File: src/design/timer_bank_oneshot_periodic_unit_macros.svh
// assertion macros shared by the timer bank rtl
`ifndef TIMER_BANK_ONESHOT_PERIODIC_UNIT_MACROS_SVH
`define TIMER_BANK_ONESHOT_PERIODIC_UNIT_MACROS_SVH
`ifndef ASSERT_OFF
// same-cycle implication under reset
`define TBOP_ASSERT_IMPL(lbl, clk, rstn, ante, cons, msg) \
    lbl: assert property (@(posedge clk) disable iff (!(rstn)) (ante) |-> (cons)) \
        else $error(msg);
// next-cycle implication under reset
`define TBOP_ASSERT_NEXT(lbl, clk, rstn, ante, cons, msg) \
    lbl: assert property (@(posedge clk) disable iff (!(rstn)) (ante) |=> (cons)) \
        else $error(msg);
`else
`define TBOP_ASSERT_IMPL(lbl, clk, rstn, ante, cons, msg)
`define TBOP_ASSERT_NEXT(lbl, clk, rstn, ante, cons, msg)
`endif
`endif

File: src/design/tbop_pkg.sv
// shared types and constants of the timer bank
`default_nettype none
package tbop_pkg;

    localparam int ID_W   = 8;
    localparam int TIME_W = 27;
    localparam int DUR_W  = 32;

    // one day in milliseconds
    localparam logic [TIME_W-1:0] DAY_MS = 27'd86400000;

    // command codes
    localparam logic [2:0] CMD_SET        = 3'd0;
    localparam logic [2:0] CMD_CANCEL     = 3'd1;
    localparam logic [2:0] CMD_CANCEL_ALL = 3'd2;
    localparam logic [2:0] CMD_QUERY      = 3'd3;
    localparam logic [2:0] CMD_TICK       = 3'd4;

    // status codes
    localparam logic [1:0] STAT_OK      = 2'd0;
    localparam logic [1:0] STAT_BAD_ID  = 2'd1;
    localparam logic [1:0] STAT_BAD_DUR = 2'd2;

    // result kinds
    localparam logic KIND_RESP   = 1'b0;
    localparam logic KIND_EXPIRY = 1'b1;

    // one stored timer entry
    typedef struct packed {
        logic              periodic;
        logic [TIME_W-1:0] start_ms;
        logic [TIME_W-1:0] dur_ms;
    } entry_t;

    // walk tag that travels with each entry through the pipeline
    typedef struct packed {
        logic            vld;
        logic            fin;
        logic [ID_W-1:0] idx;
    } tag_t;

endpackage
`default_nettype wire

File: src/design/tbop_ram.sv
// timer entry memory with registered read
`default_nettype none
module tbop_ram #(
    parameter int DEPTH = 8,
    parameter int AW    = 3
) (
    input  wire logic             clk,
    input  wire logic             we,
    input  wire logic [AW-1:0]    waddr,
    input  wire tbop_pkg::entry_t wdata,
    input  wire logic [AW-1:0]    raddr,
    output tbop_pkg::entry_t      rdata
);

    tbop_pkg::entry_t mem [DEPTH];
    tbop_pkg::entry_t rdata_reg;

    // write port
    always_ff @(posedge clk)
    begin
        if (we)
        begin
            mem[waddr] <= wdata;
        end
    end

    // read port, registered
    always_ff @(posedge clk)
    begin
        rdata_reg <= mem[raddr];
    end

    assign rdata = rdata_reg;

endmodule
`default_nettype wire

File: src/design/tbop_eval.sv
// two-stage elapsed time and expiry compare for the tick walk
`default_nettype none
module tbop_eval (
    input  wire logic                        clk,
    input  wire logic                        rst_n,
    input  wire tbop_pkg::tag_t              tag_in,
    input  wire tbop_pkg::entry_t            rdata,
    input  wire logic [tbop_pkg::TIME_W-1:0] now_ms,
    output tbop_pkg::tag_t                   tag_out,
    output tbop_pkg::entry_t                 entry_out,
    output logic                             expired
);

    localparam int TW = tbop_pkg::TIME_W;

    tbop_pkg::tag_t   tag_a_reg;
    tbop_pkg::tag_t   tag_b_reg;
    tbop_pkg::entry_t entry_b_reg;
    logic             ge_reg;
    logic [TW-1:0]    diff_reg;
    logic [TW-1:0]    back_reg;

    logic [TW:0]      fwd_diff;
    logic [TW-1:0]    back_diff;
    logic [TW:0]      wrap_sum;

    // tag follows the memory read latency, then the compute stage
    always_ff @(posedge clk or negedge rst_n)
    begin
        if (!rst_n)
        begin
            tag_a_reg <= '0;
            tag_b_reg <= '0;
        end
        else
        begin
            tag_a_reg <= tag_in;
            tag_b_reg <= tag_a_reg;
        end
    end

    // stage a: forward and backward differences
    assign fwd_diff  = {1'b0, now_ms} - {1'b0, rdata.start_ms};
    assign back_diff = rdata.start_ms - now_ms;

    always_ff @(posedge clk)
    begin
        ge_reg      <= ~fwd_diff[TW];
        diff_reg    <= fwd_diff[TW-1:0];
        back_reg    <= back_diff;
        entry_b_reg <= rdata;
    end

    // stage b: elapsed >= duration, with day wrap folded into one add
    assign wrap_sum = {1'b0, back_reg} + {1'b0, entry_b_reg.dur_ms};

    always_comb
    begin
        if (ge_reg)
        begin
            expired = (diff_reg >= entry_b_reg.dur_ms);
        end
        else
        begin
            expired = (back_reg <= tbop_pkg::DAY_MS)
                   && (wrap_sum <= {1'b0, tbop_pkg::DAY_MS});
        end
    end

    assign tag_out   = tag_b_reg;
    assign entry_out = entry_b_reg;

endmodule
`default_nettype wire

File: src/design/timer_bank_oneshot_periodic_unit.sv
// timer bank top level: command decode, run flags, tick walk and result output
//
//  channel   ports                                                handshake
//  -------   --------------------------------------------------   -----------------------
//  request   command timer_sel periodic_mode duration_ms now_ms   start && !busy
//  result    result_kind result_timer status is_running last      result_valid, one cycle
//
// set, cancel, cancel all and query do not raise busy; the response shows the cycle after.
// a tick holds busy while it walks: one entry memory read per timer through
// a three-deep read/compute/decide pipeline, then a flush state releases the held event.
// expiry events appear in index order during the walk; last marks the final one.
// reset clears the run flags and control state, not the stored entries; these are read only behind a set run flag.
// the result side cannot stall; each result is valid for exactly one cycle.
`default_nettype none
`include "timer_bank_oneshot_periodic_unit_macros.svh"
module timer_bank_oneshot_periodic_unit #(
    parameter int TIMER_COUNT = 8
) (
    input  wire logic                        clk,
    input  wire logic                        rst_n,
    input  wire logic                        start,
    output logic                             busy,
    input  wire logic [2:0]                  command,
    input  wire logic [tbop_pkg::ID_W-1:0]   timer_sel,
    input  wire logic                        periodic_mode,
    input  wire logic [tbop_pkg::DUR_W-1:0]  duration_ms,
    input  wire logic [tbop_pkg::TIME_W-1:0] now_ms,
    output logic                             result_valid,
    output logic                             result_kind,
    output logic [tbop_pkg::ID_W-1:0]        result_timer,
    output logic [1:0]                       status,
    output logic                             is_running,
    output logic                             last
);

    localparam int IDX_W = (TIMER_COUNT > 1) ? $clog2(TIMER_COUNT) : 1;
    localparam int CNT_W = $clog2(TIMER_COUNT + 1);
    localparam int ID_W  = tbop_pkg::ID_W;
    localparam int TW    = tbop_pkg::TIME_W;

    localparam logic [1:0] ST_IDLE  = 2'd0;
    localparam logic [1:0] ST_WALK  = 2'd1;
    localparam logic [1:0] ST_FLUSH = 2'd2;

    logic [1:0]             state_reg, state_next;
    logic [CNT_W-1:0]       cnt_reg, cnt_next;
    logic [TIMER_COUNT-1:0] run_reg, run_next;
    logic [TW-1:0]          now_reg;

    logic                   pend_vld_reg, pend_vld_next;
    logic [ID_W-1:0]        pend_idx_reg, pend_idx_next;
    logic                   pend_run_reg, pend_run_next;

    logic                   res_vld_reg, res_vld_next;
    logic                   res_kind_reg, res_kind_next;
    logic [ID_W-1:0]        res_timer_reg, res_timer_next;
    logic [1:0]             res_status_reg, res_status_next;
    logic                   res_run_reg, res_run_next;
    logic                   res_last_reg, res_last_next;

    logic                   acc;
    logic                   id_ok;
    logic                   dur_ok;
    logic [IDX_W-1:0]       id_idx;
    logic [TW-1:0]          set_dur;
    logic                   set_we;

    logic                   issue_vld;
    logic [ID_W-1:0]        issue_idx;
    tbop_pkg::tag_t         issue_tag;

    tbop_pkg::tag_t         tag_b;
    tbop_pkg::entry_t       entry_b;
    logic                   expired;
    logic [IDX_W-1:0]       idx_b;
    logic                   hit_b;

    logic                   ram_we;
    logic [IDX_W-1:0]       ram_waddr;
    tbop_pkg::entry_t       ram_wdata;
    logic [IDX_W-1:0]       ram_raddr;
    tbop_pkg::entry_t       ram_rdata;

    // request decode
    assign busy    = (state_reg != ST_IDLE);
    assign acc     = start && !busy;
    assign id_ok   = (timer_sel < ID_W'(TIMER_COUNT));
    assign dur_ok  = (duration_ms < {{(tbop_pkg::DUR_W - TW){1'b0}}, tbop_pkg::DAY_MS});
    assign id_idx  = timer_sel[IDX_W-1:0];
    assign set_dur = (duration_ms == '0) ? TW'(1) : duration_ms[TW-1:0];
    assign set_we  = acc && (command == tbop_pkg::CMD_SET) && id_ok && dur_ok;

    // walk issue: entry zero goes out with the tick request itself
    assign issue_vld = (acc && (command == tbop_pkg::CMD_TICK))
                    || ((state_reg == ST_WALK) && (cnt_reg < CNT_W'(TIMER_COUNT)));
    assign issue_idx = (state_reg == ST_IDLE) ? '0 : ID_W'(cnt_reg);
    assign issue_tag.vld = issue_vld;
    assign issue_tag.fin = (issue_idx == ID_W'(TIMER_COUNT - 1));
    assign issue_tag.idx = issue_idx;

    // decide stage
    assign idx_b = tag_b.idx[IDX_W-1:0];
    assign hit_b = tag_b.vld && run_reg[idx_b] && expired;

    // memory write port: set when idle, periodic reload during the walk
    always_comb
    begin
        if (busy)
        begin
            ram_we             = hit_b && entry_b.periodic;
            ram_waddr          = idx_b;
            ram_wdata          = entry_b;
            ram_wdata.start_ms = now_reg;
        end
        else
        begin
            ram_we             = set_we;
            ram_waddr          = id_idx;
            ram_wdata.periodic = periodic_mode;
            ram_wdata.start_ms = now_ms;
            ram_wdata.dur_ms   = set_dur;
        end
    end

    assign ram_raddr = issue_idx[IDX_W-1:0];

    tbop_ram #(
        .DEPTH (TIMER_COUNT),
        .AW    (IDX_W)
    ) u_ram (
        .clk   (clk),
        .we    (ram_we),
        .waddr (ram_waddr),
        .wdata (ram_wdata),
        .raddr (ram_raddr),
        .rdata (ram_rdata)
    );

    tbop_eval u_eval (
        .clk       (clk),
        .rst_n     (rst_n),
        .tag_in    (issue_tag),
        .rdata     (ram_rdata),
        .now_ms    (now_reg),
        .tag_out   (tag_b),
        .entry_out (entry_b),
        .expired   (expired)
    );

    // control, run flags and result selection
    always_comb
    begin
        state_next      = state_reg;
        cnt_next        = cnt_reg;
        run_next        = run_reg;
        pend_vld_next   = pend_vld_reg;
        pend_idx_next   = pend_idx_reg;
        pend_run_next   = pend_run_reg;
        res_vld_next    = 1'b0;
        res_kind_next   = tbop_pkg::KIND_RESP;
        res_timer_next  = timer_sel;
        res_status_next = tbop_pkg::STAT_OK;
        res_run_next    = 1'b0;
        res_last_next   = 1'b1;

        unique case (state_reg)
            ST_IDLE:
            begin
                if (acc)
                begin
                    unique case (command)
                        tbop_pkg::CMD_SET:
                        begin
                            res_vld_next = 1'b1;
                            if (!id_ok)
                            begin
                                res_status_next = tbop_pkg::STAT_BAD_ID;
                            end
                            else if (!dur_ok)
                            begin
                                res_status_next = tbop_pkg::STAT_BAD_DUR;
                            end
                            else
                            begin
                                run_next[id_idx] = 1'b1;
                            end
                        end
                        tbop_pkg::CMD_CANCEL:
                        begin
                            res_vld_next = 1'b1;
                            if (!id_ok)
                            begin
                                res_status_next = tbop_pkg::STAT_BAD_ID;
                            end
                            else
                            begin
                                run_next[id_idx] = 1'b0;
                            end
                        end
                        tbop_pkg::CMD_CANCEL_ALL:
                        begin
                            res_vld_next   = 1'b1;
                            res_timer_next = '0;
                            run_next       = '0;
                        end
                        tbop_pkg::CMD_QUERY:
                        begin
                            res_vld_next = 1'b1;
                            if (!id_ok)
                            begin
                                res_status_next = tbop_pkg::STAT_BAD_ID;
                            end
                            else
                            begin
                                res_run_next = run_reg[id_idx];
                            end
                        end
                        tbop_pkg::CMD_TICK:
                        begin
                            state_next    = ST_WALK;
                            cnt_next      = CNT_W'(1);
                            pend_vld_next = 1'b0;
                        end
                        default:
                        begin
                            res_vld_next = 1'b0;
                        end
                    endcase
                end
            end
            ST_WALK:
            begin
                if (cnt_reg < CNT_W'(TIMER_COUNT))
                begin
                    cnt_next = cnt_reg + CNT_W'(1);
                end
                // an expired timer releases the held event and takes its place
                if (hit_b)
                begin
                    if (!entry_b.periodic)
                    begin
                        run_next[idx_b] = 1'b0;
                    end
                    res_vld_next    = pend_vld_reg;
                    res_kind_next   = tbop_pkg::KIND_EXPIRY;
                    res_timer_next  = pend_idx_reg;
                    res_run_next    = pend_run_reg;
                    res_last_next   = 1'b0;
                    pend_vld_next   = 1'b1;
                    pend_idx_next   = tag_b.idx;
                    pend_run_next   = entry_b.periodic;
                end
                if (tag_b.vld && tag_b.fin)
                begin
                    state_next = ST_FLUSH;
                end
            end
            ST_FLUSH:
            begin
                res_vld_next   = pend_vld_reg;
                res_kind_next  = tbop_pkg::KIND_EXPIRY;
                res_timer_next = pend_idx_reg;
                res_run_next   = pend_run_reg;
                res_last_next  = 1'b1;
                pend_vld_next  = 1'b0;
                state_next     = ST_IDLE;
            end
            default:
            begin
                state_next = ST_IDLE;
            end
        endcase
    end

    // control registers
    always_ff @(posedge clk or negedge rst_n)
    begin
        if (!rst_n)
        begin
            state_reg    <= ST_IDLE;
            cnt_reg      <= '0;
            run_reg      <= '0;
            pend_vld_reg <= 1'b0;
            res_vld_reg  <= 1'b0;
        end
        else
        begin
            state_reg    <= state_next;
            cnt_reg      <= cnt_next;
            run_reg      <= run_next;
            pend_vld_reg <= pend_vld_next;
            res_vld_reg  <= res_vld_next;
        end
    end

    // payload registers
    always_ff @(posedge clk)
    begin
        if (acc && (command == tbop_pkg::CMD_TICK))
        begin
            now_reg <= now_ms;
        end
        pend_idx_reg   <= pend_idx_next;
        pend_run_reg   <= pend_run_next;
        res_kind_reg   <= res_kind_next;
        res_timer_reg  <= res_timer_next;
        res_status_reg <= res_status_next;
        res_run_reg    <= res_run_next;
        res_last_reg   <= res_last_next;
    end

    assign result_valid = res_vld_reg;
    assign result_kind  = res_kind_reg;
    assign result_timer = res_timer_reg;
    assign status       = res_status_reg;
    assign is_running   = res_run_reg;
    assign last         = res_last_reg;

    // checks
    `TBOP_ASSERT_NEXT(a_tick_walks, clk, rst_n, acc && (command == tbop_pkg::CMD_TICK),
        busy, "tick request did not start a walk")
    `TBOP_ASSERT_IMPL(a_resp_last, clk, rst_n,
        result_valid && (result_kind == tbop_pkg::KIND_RESP),
        last, "command response without last")
    `TBOP_ASSERT_IMPL(a_event_idx, clk, rst_n,
        result_valid && (result_kind == tbop_pkg::KIND_EXPIRY),
        result_timer < ID_W'(TIMER_COUNT), "expiry event for a timer outside the bank")
    `TBOP_ASSERT_NEXT(a_flush_ends, clk, rst_n, state_reg == ST_FLUSH,
        !busy && !pend_vld_reg, "walk did not end after the flush cycle")
    `TBOP_ASSERT_IMPL(a_walk_quiet, clk, rst_n,
        busy && (state_reg == ST_WALK) && result_valid,
        !last, "last raised before the walk ended")

endmodule
`default_nettype wire
File: config.mk
export PLATFORM = sky130hd
export DESIGN_NAME = timer_bank_oneshot_periodic_unit
export DESIGN_NICKNAME = d
export VERILOG_FILES = /design/src/design/tbop_pkg.sv /design/src/design/tbop_ram.sv /design/src/design/tbop_eval.sv /design/src/design/timer_bank_oneshot_periodic_unit.sv
export VERILOG_INCLUDE_DIRS = /design/src /design/src/design
export SDC_FILE = /design/constraint.sdc
export NUM_CORES = 1
export LEC_CHECK = 0
export BUFFER_PORTS_ARGS = -buffer_cell sky130_fd_sc_hd__buf_2
export CAP_MARGIN = 20
export CELL_PAD_IN_SITES_DETAIL_PLACEMENT = 1
export CELL_PAD_IN_SITES_GLOBAL_PLACEMENT = 1
export CORE_AREA = 5 5 272 274
export CTS_BUF_LIST = sky130_fd_sc_hd__clkbuf_16
export DETAILED_ROUTE_END_ITERATION = 16
export DIE_AREA = 0 0 277 279
export PLACE_DENSITY_LB_ADDON = 0.1
export SLEW_MARGIN = 10
export SYNTH_ARGS = -nofsm -noshare
export SYNTH_HDL_FRONTEND = slang
export SYNTH_SLANG_ARGS = --single-unit
File: constraint.sdc
create_clock -name clk -period 7.4 [get_ports clk]
set_input_delay 0.37 -clock clk [delete_from_list [all_inputs] [get_ports clk]]
set_output_delay 0.37 -clock clk [all_outputs]
set_load 0.01 [all_outputs]
After elaboration in Yosys (flattened, before gate mapping)
Memories as Yosys holds them, arrays and structs flattened. A register that Yosys moved wholly into a read port is not among the register bits.
Index checks and enable logic that the tools add are counted.

word-level totals
  output and inout bits = 15
  logic and storage cells = 147
  bits of input ports = 74
  RAM bits = 440
  memories kept = 1
  register bits after elaboration = 156

cells by class
  eq/ne operators = 17
  add/sub/neg operators = 4
  reduce and logical (&&, ||, !) cells = 29
  muxes and demuxes = 56
  magnitude comparators = 10
  bitwise gates (word level) = 6

memories
  memory     words  width  read ports  clocked after memory_dff  wr ports  RTL line        text
  u_ram.mem  8      55     1           1                         1         tbop_ram.sv:15  tbop_pkg::entry_t mem [DEPTH];

operators by type and width
  cell                                                    number
  two-way mux 8 bit                                       9
  two-way mux 55 bit                                      1
  one-hot mux 8 bit (3 select lines)                      2
  zero test 32 bit                                        1
  < comparator 32 x 27 -> 1 bit (second input constant)   1
  adder 27 x 27 -> 28 bit                                 1
  <= comparator 28 x 27 -> 1 bit (second input constant)  1
  subtractor 27 x 27 -> 28 bit                            1
  >= comparator 27 bit                                    1
  <= comparator 27 bit (second input constant)            1
  two-way mux 27 bit                                      1
  subtractor 27 bit                                       1
  two-way mux 1 bit                                       21
  AND 8 bit                                               2
  two-way mux 4 bit                                       4
  inverter 8 bit                                          2
  one-hot mux 8 bit (2 select lines)                      1
  logical AND 1 bit                                       13
  two-way mux 2 bit                                       5
  inequality test 3 bit (second input constant)           3
  one-hot mux 1 bit (3 select lines)                      3
  < comparator 3 x 4 -> 1 bit (second input constant)     2
  < comparator 8 x 4 -> 1 bit (second input constant)     1
  OR 8 bit                                                1
  31 further kinds                                        43

Depth between registers and ports, before layout
Gate-level depths: netlist (run 1).

  depth in word-level cells = 10
  gate-level depth with buffers = 16
  gate-level depth less buffers = 15

Modules after synthesis
From an unflattened synthesis (run 1), not the netlist that was laid out.

unflattened totals
  cell total of the unflattened synthesis = 1,893
  area total of the unflattened synthesis = 29,137.9 µm²

by module, submodules not included
  module                            area an instance (µm²)  sequential area each (µm²)  cells each  times used
  tbop_ram                          17,663.2                14,313.7                    703         1
  tbop_eval                         7,758.7                 2,682.6                     851         1
  timer_bank_oneshot_periodic_unit  3,716.1                 1,741.7                     339         1

Worst setup path before layout (run 1)
OpenSTA, ideal clock, no wires.

  path type = register to register
  start point = register u_eval.entry_b_reg (netlist bit u_eval.entry_out[0])
  end point = memory u_ram.mem[3][0] (netlist bit), enable pin
  cell stages (with the launch flop) = 15
  arrival time = 6,266 ps
  required time = 6,914 ps
  library setup time = 486 ps
  buffers on the path = 0
  path slack = 648 ps
  clock period less this slack = 6,752 ps
  cell sequence = dfxtp_1 -> ha_1 -> fa_1 -> a211oi_1 -> o21ai_0 -> a21oi_1 -> a21oi_1 -> o2111ai_1 -> mux2i_1 -> o2111ai_1 -> or4_4 -> nor2_1 -> nor3_4 -> o32a_1 -> a21oi_1

between the ends
  longest elaborated chain between the ends = 9
  elaborated cells between the ends (all ways) = 10
  classes of those cells = 1 x add/sub; 2 x order compare; 4 x mux; 3 x reduce/logical

RTL lines
  element                                      RTL line                                 text
  start, declared                              tbop_eval.sv:18                          tbop_pkg::entry_t entry_b_reg;
  start signal, assigned                       tbop_eval.sv:51                          entry_b_reg <= rdata;
  adder 27 x 27 -> 28 bit                      tbop_eval.sv:55                          assign wrap_sum = {1'b0, back_reg} + {1'b0, entry_b_reg.dur_ms};
  <= comparator 28 x 27 -> 1 bit               tbop_eval.sv:66                          && (wrap_sum <= {1'b0, tbop_pkg::DAY_MS});
  logical AND 1 bit                            tbop_eval.sv:66
  two-way mux 1 bit (*)                        tbop_eval.sv:59                          if (ge_reg)
  logical AND 1 bit (*)                        timer_bank_oneshot_periodic_unit.sv:103  assign hit_b = tag_b.vld && run_reg[idx_b] && expired;
  logical AND 1 bit (*)                        timer_bank_oneshot_periodic_unit.sv:110  ram_we = hit_b && entry_b.periodic;
  two-way mux 1 bit (*)                        timer_bank_oneshot_periodic_unit.sv:108  if (busy)
  two-way mux 1 bit (*)                        tbop_ram.sv:21                           if (we)
  two-way mux 1 bit (implied by the code) (*)  tbop_ram.sv:23                           mem[waddr] <= wdata;
  end, declared                                tbop_ram.sv:15

Mark *: on every way between the ends. The rest lies on a longest branch, timed or not.

Worst setup path after layout (run 1)
  start point = register u_eval.entry_b_reg (netlist bit u_eval.entry_out[0])
  end point = memory u_ram.mem[4][10] (netlist bit), enable pin

The elaborated chain is that of the path after synthesis.

==> reports/qor.log, run 1 <==
[sta] WHS 0.03927 ns
[clocking] Clock Root Buffer sky130_fd_sc_hd__clkbuf_16
[power_and_ir_drop] Power Dens Cells 411.4 nW/um2
[place] GP Congestion 0.8744
[route] sum of routed wire length over all layers 82,900 um
[synthesis] syn avg cell area 13.37 um2
[sta] clk_skew 0.03755 ns
[critical_path] Cell Chain, Critical Path ha_1 -> fa_1 -> a211oi_1 -> o21ai_0 -> a21oi_1 -> a21oi_1 -> o2111ai_1 -> mux2i_1 -> o2111ai_1 -> or4_4 -> nor2_1 -> nor3_4 -> o32a_1 -> nor2_4 -> buf_4
[critical_path] CP Class register to register
[synthesis] Yosys reg bits 650
[floorplanning] Initial Utilization 0.3957
[floorplanning] I/O pin cnt 89
[critical_path] arrival time reported for the critical path endpoint 6.18 ns
[layout] final net count 2,428
[sta] RSZ-0062 raised after global routing false
[layout] sequential cell area 17,880 um2
[clocking] deepest clock path buffer count 3
[sta] worst slew slack as a fraction of its limit 0.2625
[critical_path] Crit-path slowest cell sky130_fd_sc_hd__nor2_4
[sta] Setup-failing EPs final 0
[floorplanning] std cell rows 98
[power_and_ir_drop] Max VDD drop 0.0002183 V
[clocking] setup repair bufs after CTS 0
[layout] Final Instance Count excl. Fillers 3,246
[sta] fin. max-slew vios 0
[synthesis] synth unique cells 78
[place] number of port buffers 88
[clocking] number of buffers created by CTS 71
[place] total placed cells including tap cells 3,083
[global_routing] maximum number of pins on one net before global-route repair 67
[floorplanning] Die X-Extent 277 um
[floorplanning] overall die height 279 um
[clocking] CTS tree done
[global_routing] number of global-route vias before repair 18,740
[critical_path] startpoint of the most critical setup path u_eval.entry_out[0]
[layout] fill count 7,201
[sta] top achievable clock speed 169.2 MHz
[global_routing] overflow left after global routing 0
[critical_path] max incr delay on CP 0.83 ns
[sta] final worst-path cycle share 0.7987
[layout] number of flip-flops under the largest register name 440
[synthesis] number of enable-type register cells in the synthesized netlist 472
[critical_path] launch instance of the worst register-to-register path u_eval.entry_out[0]
[layout] end-of-flow core utilization 0.4586
[layout] fraction of layout cells with a size suffix above 1 0.1455
[layout] area delta synth->final 15.90%
[run] max-cap check violation count 0
[critical_path] maximum fanout encountered on the critical timing path 25
[global_routing] antenna violations before repair 3
[clocking] post-cts repair resize count 0
[global_routing] global-route wire length before repair 123,600 um
[sta] final setup TNS 0 ns
[synthesis] fraction of the yosys area taken by sequential cells 0.6353
[synthesis] top cells by area, synth sky130_fd_sc_hd__edfxtp_1 50%, sky130_fd_sc_hd__dfxtp_1 11%, sky130_fd_sc_hd__ha_1 5.0%
[layout] diodes inserted 0
[synthesis] largest area contributor in the synthesized netlist sky130_fd_sc_hd__edfxtp_1
[clocking] clock slew seen by the registers of the worst setup and hold paths 0.06 ns
[critical_path] data required time of the critical path 7.67 ns
[floorplanning] Die Outline Area 77,280 um2
[clocking] clock insertion delay at the later pin of the skew report 0.62 ns
[floorplanning] Floorplan Core Area 71,120 um2
[sta] clock period minus worst slack 5.910 ns
[synthesis] count of mapped cells out of synthesis 2,104
[min_path] type of the most critical hold path input pin to register
[power_and_ir_drop] Leakage 12.54 nW
[layout] Finished Cell Area 32,620 um2
[synthesis] proportion of netlist area held by the largest area contributor 0.5037
[route] TritonRoute pass-1 iters 5
[synthesis] count of warnings emitted by yosys 0
[route] DR DRC count 0
[critical_path] gate family responsible for the most delay along the worst path compound AO/OA/AOI/OAI gates
[layout] combined area of the multi-input logic cells 9495 um2
[clocking] number of clock sinks 650
[place] standard cell area after detailed placement 29,830 um2
[synthesis] commonest register cell after synthesis sky130_fd_sc_hd__edfxtp_1
[sta] pin slew with the least headroom to its limit 1.095 ns
[route] vias per std cell 5.615
[clocking] count of H-tree levels built during CTS 3
[route] detailed-route via count 18,230
[place] post-detailed-placement half-perimeter wirelength 58,170 um
[sta] Fin. Hold Viols 0
[synthesis] net count after synthesis 2,293
[global_routing] global routing usage summed across all routing layers 0.2103
[synthesis] Synth Cell Area 28,140 um2
[critical_path] endpoint class of the critical path register
[run_status] status complete, no violations
[route] DRT antenna net count 0
[min_path] worst min-delay path startpoint now_ms[3]
[critical_path] Worst Setup Start Kind register
[route] initial drt markers 1,374
[critical_path] worst path bufs/invs 1
[synthesis] share of flip-flops with an asynchronous set or reset 0.04308
[route] Avg WL per Cell 25.54 um
[through the flow]
stage | total power [W] | worst slack (ns)
2_1_floorplan | 0.008044 | 0.6480
3_3_place_gp | 0.009647 | 1.494
3_5_place_dp | 0.009733 | 1.480
4_1_cts | 0.01350 | 1.454
5_1_grt | 0.01418 | 1.151
6_report | 0.01342 | 1.490
[kinds of logic (layout without fill, tap and decap cells)]
logic type / Yosys count / count (layout) / synth area share
AOI/OAI and AO/OA: 558 / 558 / 0.1335
xor gates and xnor gates: 56 / 56 / 0.01743
muxes: 121 / 121 / 0.06847
DFF: 650 / 650 / 0.6353
buffers and inverters: 230 / 422 / 0.03095
and+or+nand+nor: 374 / 374 / 0.06247
adders and majority gates: 115 / 115 / 0.05193
[report_power, final]
part,switching (W),internal (W),total (W)
clock network,0.00147,0.00225,0.00372
logic,0.00300,0.00176,0.00476
registers,0.000356,0.00459,0.00494
[worst reg2reg max path, cell delays in order, from the launching register on]
cell and delay (ns):
sky130_fd_sc_hd__dfxtp_1 0.33, sky130_fd_sc_hd__ha_1 0.25, sky130_fd_sc_hd__fa_1 0.46, sky130_fd_sc_hd__a211oi_1 0.43
sky130_fd_sc_hd__o21ai_0 0.29, sky130_fd_sc_hd__a21oi_1 0.35, sky130_fd_sc_hd__a21oi_1 0.15, sky130_fd_sc_hd__o2111ai_1 0.26
sky130_fd_sc_hd__mux2i_1 0.23, sky130_fd_sc_hd__o2111ai_1 0.16, sky130_fd_sc_hd__or4_4 0.58, sky130_fd_sc_hd__nor2_1 0.18
sky130_fd_sc_hd__nor3_4 0.09, sky130_fd_sc_hd__o32a_1 0.56, sky130_fd_sc_hd__nor2_4 0.83, sky130_fd_sc_hd__buf_4 0.42
[cells in the mapped netlist, types with 9 or more instances]
library cell and instances:
sky130_fd_sc_hd__dfxtp_1 150, sky130_fd_sc_hd__buf_1 11, sky130_fd_sc_hd__and3_1 11, sky130_fd_sc_hd__a221oi_1 58, sky130_fd_sc_hd__nand2_1 136, sky130_fd_sc_hd__xor2_1 18
sky130_fd_sc_hd__ha_1 112, sky130_fd_sc_hd__o21a_1 14, sky130_fd_sc_hd__o21ai_0 132, sky130_fd_sc_hd__edfxtp_1 472, sky130_fd_sc_hd__a21o_1 88, sky130_fd_sc_hd__a21boi_0 10
sky130_fd_sc_hd__a21oi_1 103, sky130_fd_sc_hd__nor2b_1 22, sky130_fd_sc_hd__o21bai_1 9, sky130_fd_sc_hd__a31oi_1 9, sky130_fd_sc_hd__mux2i_1 62, sky130_fd_sc_hd__nand2b_1 11
sky130_fd_sc_hd__nand4_1 11, sky130_fd_sc_hd__nand3_1 30, sky130_fd_sc_hd__clkbuf_1 92, sky130_fd_sc_hd__nor3_1 26, sky130_fd_sc_hd__nor2_1 83, sky130_fd_sc_hd__inv_1 125
sky130_fd_sc_hd__nor4_1 11, sky130_fd_sc_hd__dfrtp_1 28, sky130_fd_sc_hd__a211oi_1 63, sky130_fd_sc_hd__mux4_2 57, sky130_fd_sc_hd__and2_1 11, sky130_fd_sc_hd__xnor2_1 38
[cells in the final DEF, fill, tap and decap left out, types with 14 or more instances in the layout]
master                          synthesis  final
sky130_fd_sc_hd__a21o_1                88     88
sky130_fd_sc_hd__buf_2                  0     92
sky130_fd_sc_hd__edfxtp_1             472    472
sky130_fd_sc_hd__ha_1                 112    111
sky130_fd_sc_hd__xor2_1                18     18
sky130_fd_sc_hd__dfrtp_1               28     26
sky130_fd_sc_hd__nand2_1              136    135
sky130_fd_sc_hd__nand3_1               30     30
sky130_fd_sc_hd__o21ai_0              132    125
sky130_fd_sc_hd__clkbuf_16              0     76
sky130_fd_sc_hd__clkinv_1               1     18
sky130_fd_sc_hd__xnor2_1               38     38
sky130_fd_sc_hd__buf_4                  0     43
sky130_fd_sc_hd__mux2i_1               62     62
sky130_fd_sc_hd__dlygate4sd3_1          0     27
sky130_fd_sc_hd__dfxtp_1              150    150
sky130_fd_sc_hd__a221oi_1              58     58
sky130_fd_sc_hd__inv_1                125    135
sky130_fd_sc_hd__mux4_2                57     57
sky130_fd_sc_hd__a211oi_1              63     63
sky130_fd_sc_hd__nor2_1                83     76
sky130_fd_sc_hd__o21a_1                14     14
sky130_fd_sc_hd__nor3_1                26     26
sky130_fd_sc_hd__a21oi_1              103    101
sky130_fd_sc_hd__nor2b_1               22     21
[final timing paths]
check	to	slack [ns]	cells past startpoint
setup / recovery	u_ram.mem[4][10]	1.49	15
min in group asynchronous	run_reg[2]	0.33	2
hold reg to reg	u_eval.entry_out[7]	0.33	0
max in group asynchronous	cnt_reg[0]	6.58	2
setup reg to reg	u_ram.mem[4][10]	1.49	15
hold / removal	now_reg[3]	0.04	1
[area by class of cell]
type	count	area share
repair buffers	166	0.03361
well taps	950	0.03644
clock inverters	54	0.01765
flip-flops and latches	650	0.5484
clock buffers	76	0.05831
inverters	126	0.01450
multi-input cells	1224	0.2911
[repair_timing]
action / CTS / global route
hold buffers: 27 / 0
hold endpoints to repair: 54 / 0
endpoints found under the setup margin: 0 / 0
[metal layers]
metal	part of all wire	track usage	vias to the layer above	wire, um
met1	0.50	0.3302	9425	41590
li1	-	-	8247	-
met5	0	0	-	0
met3	0.048	0.02826	94	3947
met4	0.015	0.04460	0	1282
met2	0.44	0.3137	460	36080
Power figures use the tool's default switching activity.
==> inputs of run 2 (changes only) <==
Clock period 7.4 ns to 5.3 ns, I/O delays scaled along.
==> reports/qor.log, run 2 (same netlist as run 1, synthesis figures left out) <==
[floorplanning] Floorplan Core Area 71,120 um2 [unchanged]
[layout] most common library cell in the layout ignoring fill and taps sky130_fd_sc_hd__edfxtp_1
[layout] fraction of layout cells with a size suffix above 1 0.1485 [+0.003079]
[power_and_ir_drop] share of power burned in combinational logic 0.359 [+0.004]
[critical_path] max incr delay on CP 0.52 ns [-0.31 ns]
[power_and_ir_drop] switching share of total power 0.3676 [+0.008120]
[clocking] deepest clock path buffer count 3 [unchanged]
[route] Avg WL per Cell 25.84 um [+1.2%]
[power_and_ir_drop] switching power summed over all nets 0.006969 W [+44%]
[critical_path] arrival time reported for the critical path endpoint 5.30 ns [-0.88 ns]
[layout] area delta synth->final 16.96%
[clocking] CTS tree done
[critical_path] Worst Setup Start Kind register
[global_routing] antenna violations before repair 5 [+2]
[global_routing] overflow left after global routing 0 [unchanged]
[critical_path] endpoint class of the critical path register
[power_and_ir_drop] fraction of power consumed by sequential logic 0.366 [-0.002]
[power_and_ir_drop] Max VDD drop 0.0003384 V [+55%]
[sta] RSZ-0062 raised after global routing false
[clocking] Clock Root Buffer sky130_fd_sc_hd__clkbuf_16
[floorplanning] std cell rows 98 [unchanged]
[run] max-cap check violation count 0 [unchanged]
[place] number of port buffers 88 [unchanged]
[clocking] number of clock sinks 650 [unchanged]
[layout] sequential cell area 17,880 um2 [unchanged]
[critical_path] data required time of the critical path 5.57 ns [-2.10 ns]
[sta] clock period minus worst slack 5.031 ns [-0.8792 ns]
[sta] final setup TNS 0 ns [unchanged]
[clocking] clock slew seen by the registers of the worst setup and hold paths 0.06 ns [about the same]
[place] post-detailed-placement half-perimeter wirelength 59,670 um [+2.6%]
[critical_path] Cell Chain, Critical Path ha_1 -> fa_1 -> a211oi_1 -> o21ai_0 -> a21oi_2 -> a21oi_1 -> nand4b_1 -> nor4_2 -> o2111ai_1 -> or4_4 -> nor2_1 -> nor3_4 -> o32a_2 -> a21oi_4 -> buf_12
[layout] Finished Cell Area 32,910 um2 [+0.92%]
[global_routing] global routing usage summed across all routing layers 0.2140 [+0.003791]
[sta] Fin. Hold Viols 0 [unchanged]
[critical_path] worst path bufs/invs 1 [unchanged]
[power_and_ir_drop] total power 0.01896 W [+41%]
[sta] clk_skew 0.02487 ns [-0.01268 ns]
[sta] worst slew slack as a fraction of its limit 0.2390 [-0.02356]
[layout] number of flip-flops under the largest register name 440 [unchanged]
[sta] final worst-path cycle share 0.9493 [+0.1506]
[floorplanning] Die Outline Area 77,280 um2 [unchanged]
[clocking] clock insertion delay at the later pin of the skew report 0.62 ns [about the same]
[route] TritonRoute pass-1 iters 4 [-1]
[critical_path] maximum fanout encountered on the critical timing path 40 [+60%]
[clocking] number of buffers created by CTS 72 [+1.4%]
[layout] commonest cells after routing, fill and taps aside 472 x sky130_fd_sc_hd__edfxtp_1, 150 x sky130_fd_sc_hd__dfxtp_1, 136 x sky130_fd_sc_hd__inv_1, 135 x sky130_fd_sc_hd__nand2_1, 128 x sky130_fd_sc_hd__o21ai_0
[floorplanning] overall die height 279 um [unchanged]
[critical_path] Crit-path slowest cell sky130_fd_sc_hd__o32a_2
[global_routing] global-route wire length before repair 125,200 um [+1.3%]
[power_and_ir_drop] clock share of power 0.275 [-0.002]
[clocking] count of H-tree levels built during CTS 3 [unchanged]
[sta] fin. max-slew vios 0 [unchanged]
[power_and_ir_drop] Leakage 12.62 nW [+0.64%]
[power_and_ir_drop] internal power component 0.01199 W [+40%]
[layout] combined area of the multi-input logic cells 9508 um2 [+0.13%]
[place] standard cell area after detailed placement 30,020 um2 [+0.65%]
[place] GP Congestion 0.8650 [-1.1%]
[floorplanning] Die X-Extent 277 um [unchanged]
[layout] final net count 2,438 [+0.41%]
[power_and_ir_drop] Power Dens Cells 576.0 nW/um2 [+40%]
[route] vias per std cell 5.567 [-0.84%]
[run_status] status complete, no violations
[global_routing] maximum number of pins on one net before global-route repair 81 [+21%]
[floorplanning] Initial Utilization 0.3957 [unchanged]
[route] initial drt markers 1,360 [-1.0%]
[sta] top achievable clock speed 198.8 MHz [+17%]
[sta] pin slew with the least headroom to its limit 1.130 ns [+0.03496 ns]
[sta] Setup-failing EPs final 0 [unchanged]
[route] DRT antenna net count 0 [unchanged]
[route] detailed-route via count 18,150 [-0.42%]
[min_path] type of the most critical hold path input pin to register
[route] sum of routed wire length over all layers 84,220 um [+1.6%]
[floorplanning] I/O pin cnt 89 [unchanged]
[critical_path] CP Class register to register
[critical_path] gate family responsible for the most delay along the worst path compound AO/OA/AOI/OAI gates
[global_routing] number of global-route vias before repair 18,910 [+0.91%]
[route] DR DRC count 0 [unchanged]
[layout] fill count 7,206 [+0.069%]
[run 2: tightest hold or removal path: stages]
cell	delay (ns)
sky130_fd_sc_hd__buf_2	0.19
sky130_fd_sc_hd__nand3_1	0.10
sky130_fd_sc_hd__o21ai_0	0.07
[run 2: path summary, 6_finish.rpt]
| kind | endpoint | from | cells after the start | slack, ns |
|---|---|---|---|---|
| max | u_ram.mem[7][30] | u_eval.entry_out[0] | 15 | 0.27 |
| min | run_reg[5] | timer_sel[2] | 3 | 0.06 |
| max reg2reg | u_ram.mem[7][30] | u_eval.entry_out[0] | 15 | 0.27 |
| min reg2reg | u_eval.entry_out[9] | u_ram.rdata[9] | 0 | 0.32 |
| max in group asynchronous | cnt_reg[0] | rst_n | 2 | 4.48 |
| min in group asynchronous | pend_vld_reg | rst_n | 2 | 0.26 |
[run 2: stage by stage]
stage               hold slack (ns)  cells  setup slack (ns)    util
finish                      0.06119   3260            0.2689  0.4628
global route                0.06067   3259           0.02609  0.4628
CTS                         0.02809   3253           0.07133  0.4621
detailed placement           0.3136   3084           0.02601  0.4221
global placement             0.3104   3077            0.1295  0.4213
floorplan                  -0.03059   2104           -0.2495       -
[run 2: per-layer routing]
metal  vias to the layer above  share of wire  GRT usage
met4                         0          0.018    0.04791
met3                        87          0.048    0.03052
met1                      9324           0.48     0.3171
li1                       8280              -          -
met2                       459           0.46     0.3385
met5                         -              0          0
[run 2: layout make-up]
type                            instances  area share
Tap cell                              950     0.03611
Timing Repair Buffer                  175     0.04151
Clock inverter                         61     0.02019
Multi-Input combinational cell       1224      0.2889
Clock buffer                           73     0.05550
Inverter                              126     0.01437
Antenna cell                            1  0.00007603
Sequential cell                       650      0.5434
[run 2: timing repair]
item                       in CTS  in global routing
setup buffers                   0                  0
setup endpoints to repair      13                398
hold endpoints to repair       62                  0
gates resized for setup         1                  3
hold buffers                   35                  0
[run 2: power by group through the flow]
stage          sequential [W]  clock, W  combinational (W)
3_3_place_gp          0.00703         0            0.00662
5_1_grt               0.00700   0.00559            0.00744
6_report              0.00694   0.00521            0.00681
4_1_cts               0.00695   0.00534            0.00681
3_5_place_dp          0.00705         0            0.00674
2_1_floorplan         0.00672         0            0.00451
==> inputs of run 3 (changes only) <==
Settings changed: CTS_BUF_LIST sky130_fd_sc_hd__clkbuf_16 to sky130_fd_sc_hd__clkbuf_8.
==> reports/qor.log, run 3 (same netlist as run 1, synthesis figures left out) <==
[critical_path] endpoint class of the critical path register
[route] Routed met3 length 3864 um [-4.2%]
[power_and_ir_drop] Power Dens Cells 560.6 nW/um2 [-2.7%]
[layout] end-of-flow core utilization 0.4615 [-0.001302]
[floorplanning] I/O pin cnt 89 [unchanged]
[min_path] worst min-delay path startpoint duration_ms[4]
[power_and_ir_drop] fraction of power consumed by sequential logic 0.377 [+0.011]
[sta] final setup TNS 0 ns [unchanged]
[place] number of port buffers 88 [unchanged]
[place] total placed cells including tap cells 3,084 [unchanged]
[global_routing] overflow left after global routing 0 [unchanged]
[run] max-cap check violation count 0 [unchanged]
[clocking] CTS tree done
[sta] worst slew slack as a fraction of its limit 0.2336 [-0.005389]
[sta] Fin. Hold Viols 0 [unchanged]
[critical_path] launch instance of the worst register-to-register path u_eval.entry_out[0]
[route] TritonRoute pass-1 iters 5 [+1]
[layout] most common library cell in the layout ignoring fill and taps sky130_fd_sc_hd__edfxtp_1
[critical_path] max incr delay on CP 0.51 ns [about the same]
[clocking] deepest clock path buffer count 3 [unchanged]
[sta] final worst-path cycle share 0.9551 [+0.005803]
[route] highest layer used for signal routing met4
[global_routing] antenna violations before repair 5 [unchanged]
[global_routing] number of global-route vias before repair 19,290 [+2.0%]
[sta] fin. max-slew vios 0 [unchanged]
[route] DR DRC count 0 [unchanged]
[clocking] clock insertion delay at the later pin of the skew report 0.72 ns [+0.10 ns]
[route] DRT antenna net count 0 [unchanged]
[power_and_ir_drop] internal power component 0.01146 W [-4.5%]
[power_and_ir_drop] share of power burned in combinational logic 0.371 [+0.012]
[power_and_ir_drop] Max VDD drop 0.0002252 V [-33%]
[route] vias per std cell 5.523 [-0.80%]
[power_and_ir_drop] switching share of total power 0.3774 [+0.009813]
[global_routing] global-route wire length before repair 125,800 um [+0.50%]
[floorplanning] Die X-Extent 277 um [unchanged]
[clocking] count of H-tree levels built during CTS 3 [unchanged]
[layout] commonest cells after routing, fill and taps aside 472 x sky130_fd_sc_hd__edfxtp_1, 164 x sky130_fd_sc_hd__inv_1, 150 x sky130_fd_sc_hd__dfxtp_1, 135 x sky130_fd_sc_hd__nand2_1, 129 x sky130_fd_sc_hd__o21ai_0
[clocking] setup repair bufs after CTS 0 [unchanged]
[critical_path] gate family responsible for the most delay along the worst path compound AO/OA/AOI/OAI gates
[sta] Setup-failing EPs final 0 [unchanged]
[critical_path] worst path bufs/invs 1 [unchanged]
[critical_path] Crit-path slowest cell sky130_fd_sc_hd__o32a_2
[route] sum of routed wire length over all layers 84,830 um [+0.72%]
[layout] final net count 2,482 [+1.8%]
[floorplanning] std cell rows 98 [unchanged]
[floorplanning] overall die height 279 um [unchanged]
[global_routing] maximum number of pins on one net before global-route repair 81 [unchanged]
[critical_path] data required time of the critical path 5.65 ns [+0.08 ns]
[clocking] number of buffers created by CTS 108 [+50%]
[min_path] type of the most critical hold path input pin to register
[layout] fill count 7,294 [+1.2%]
[critical_path] maximum fanout encountered on the critical timing path 41 [+2.5%]
[floorplanning] Initial Utilization 0.3957 [unchanged]
[run_status] status complete, no violations
[route] initial drt markers 1,188 [-13%]
[sta] top achievable clock speed 197.6 MHz [-0.61%]
[sta] WHS 0.1128 ns [+0.05162 ns]
[route] met2 routed wirelength 38,820 um [+1.0%]
[route] metal1 wirelength 40,430 um [+0.49%]
[place] post-detailed-placement half-perimeter wirelength 59,670 um [unchanged]
[clocking] Clock Root Buffer sky130_fd_sc_hd__clkbuf_8
[power_and_ir_drop] Leakage 12.75 nW [+1.0%]
[critical_path] startpoint of the most critical setup path u_eval.entry_out[0]
[layout] fraction of layout cells with a size suffix above 1 0.1637 [+0.01512]
[global_routing] global routing usage summed across all routing layers 0.2146 [+0.0005905]
[clocking] clock slew seen by the registers of the worst setup and hold paths 0.06 ns [about the same]
[layout] number of flip-flops under the largest register name 440 [unchanged]
[critical_path] Cell Chain, Critical Path ha_1 -> fa_1 -> a211oi_1 -> o21ai_0 -> a21oi_2 -> a21oi_1 -> nand4b_1 -> nor4_2 -> o2111ai_1 -> or4_4 -> nor2_1 -> nor3_4 -> o32a_2 -> a21oi_4 -> buf_12
[critical_path] Worst Setup Start Kind register
[layout] area delta synth->final 16.63%
[critical_path] arrival time reported for the critical path endpoint 5.41 ns [+0.11 ns]
[floorplanning] Floorplan Core Area 71,120 um2 [unchanged]
[critical_path] CP Class register to register
[sta] pin slew with the least headroom to its limit 1.147 ns [+0.01759 ns]
[power_and_ir_drop] clock share of power 0.252 [-0.023]
[sta] clock period minus worst slack 5.062 ns [+0.03075 ns]
[place] GP Congestion 0.8650 [unchanged]
[sta] RSZ-0062 raised after global routing false
[sta] clk_skew 0.04262 ns [+0.01775 ns]
[route] detailed-route via count 18,450 [+1.6%]
[clocking] number of clock sinks 650 [unchanged]
[route] Avg WL per Cell 25.40 um [-1.7%]
[power_and_ir_drop] switching power summed over all nets 0.006944 W [-0.36%]
[layout] Final Instance Count excl. Fillers 3,340 [+2.5%]
[floorplanning] Die Outline Area 77,280 um2 [unchanged]
-- run 3: changes by cell type in the layout (fill, tap and decap cells not counted), sizes merged --
cell	previous run	this run
dlygate4sd3	35	43
clkinv	29	31
inv	142	169
clkbuf	78	128
bufinv	11	8
clkinvlp	5	1
-- run 3: worst paths after layout --
kind / to / depth (start not counted) / slack, ns
min reg2reg: u_eval.entry_out[23] / 0 / 0.32
min: u_ram.mem[1][4] / 4 / 0.11
max in group asynchronous: cnt_reg[0] / 2 / 4.59
max reg2reg: u_ram.mem[3][27] / 15 / 0.24
min in group asynchronous: run_reg[5] / 2 / 0.17
max: u_ram.mem[3][27] / 15 / 0.24
-- run 3: per-layer routing --
layer  up-vias  global-route usage
met4         0             0.05415
met2       432              0.3406
met3       106             0.03135
li1       8392                   -
met1      9516              0.3138
met5         -                   0
-- run 3: through the flow --
| stage | worst slack [ns] | area, um2 | power, W |
|---|---|---|---|
| final | 0.2381 | 32820 | 0.01840 |
| after global routing | 0.04017 | 32820 | 0.01947 |
| after CTS | 0.05439 | 32770 | 0.01853 |
| after detailed placement | 0.02601 | 30020 | 0.01379 |
| after global placement | 0.1295 | 29960 | 0.01365 |
| after floorplan | -0.2495 | 28160 | 0.01123 |
-- run 3: timing repair --
| item | in CTS | in global routing |
|---|---|---|
| gates resized for setup | 1 | 3 |
| hold endpoints to repair | 84 | 0 |
| hold buffers | 43 | 0 |
| pin swaps | 0 | 0 |
| setup endpoints to repair | 24 | 356 |
-- run 3: final cells by class --
cell class | instances | area [um2] | share of cell area
Tap cell | 950 | 1189 | 0.03622
Inverter | 126 | 473.0 | 0.01441
Timing Repair Buffer | 183 | 1449 | 0.04414
Multi-Input combinational cell | 1224 | 9508 | 0.2897
Antenna cell | 1 | 2.502 | 0.00007624
Clock inverter | 83 | 623.1 | 0.01898
Clock buffer | 123 | 1693 | 0.05158
Sequential cell | 650 | 17880 | 0.5449
-- run 3: power by group through the flow --
stage          registers [W]  logic, W  clock network, W
2_1_floorplan        0.00672   0.00451                 0
3_3_place_gp         0.00703   0.00662                 0
3_5_place_dp         0.00705   0.00674                 0
4_1_cts              0.00695   0.00681           0.00477
5_1_grt              0.00700   0.00744           0.00502
6_report             0.00695   0.00682           0.00464
-- run 3: tightest hold or removal path: cells and delay by family --
kind / cells / cell delay [ns]
buffers and inverters: 2 / 0.30
AOI/OAI and AO/OA: 1 / 0.06
and+or+nand+nor: 1 / 0.05
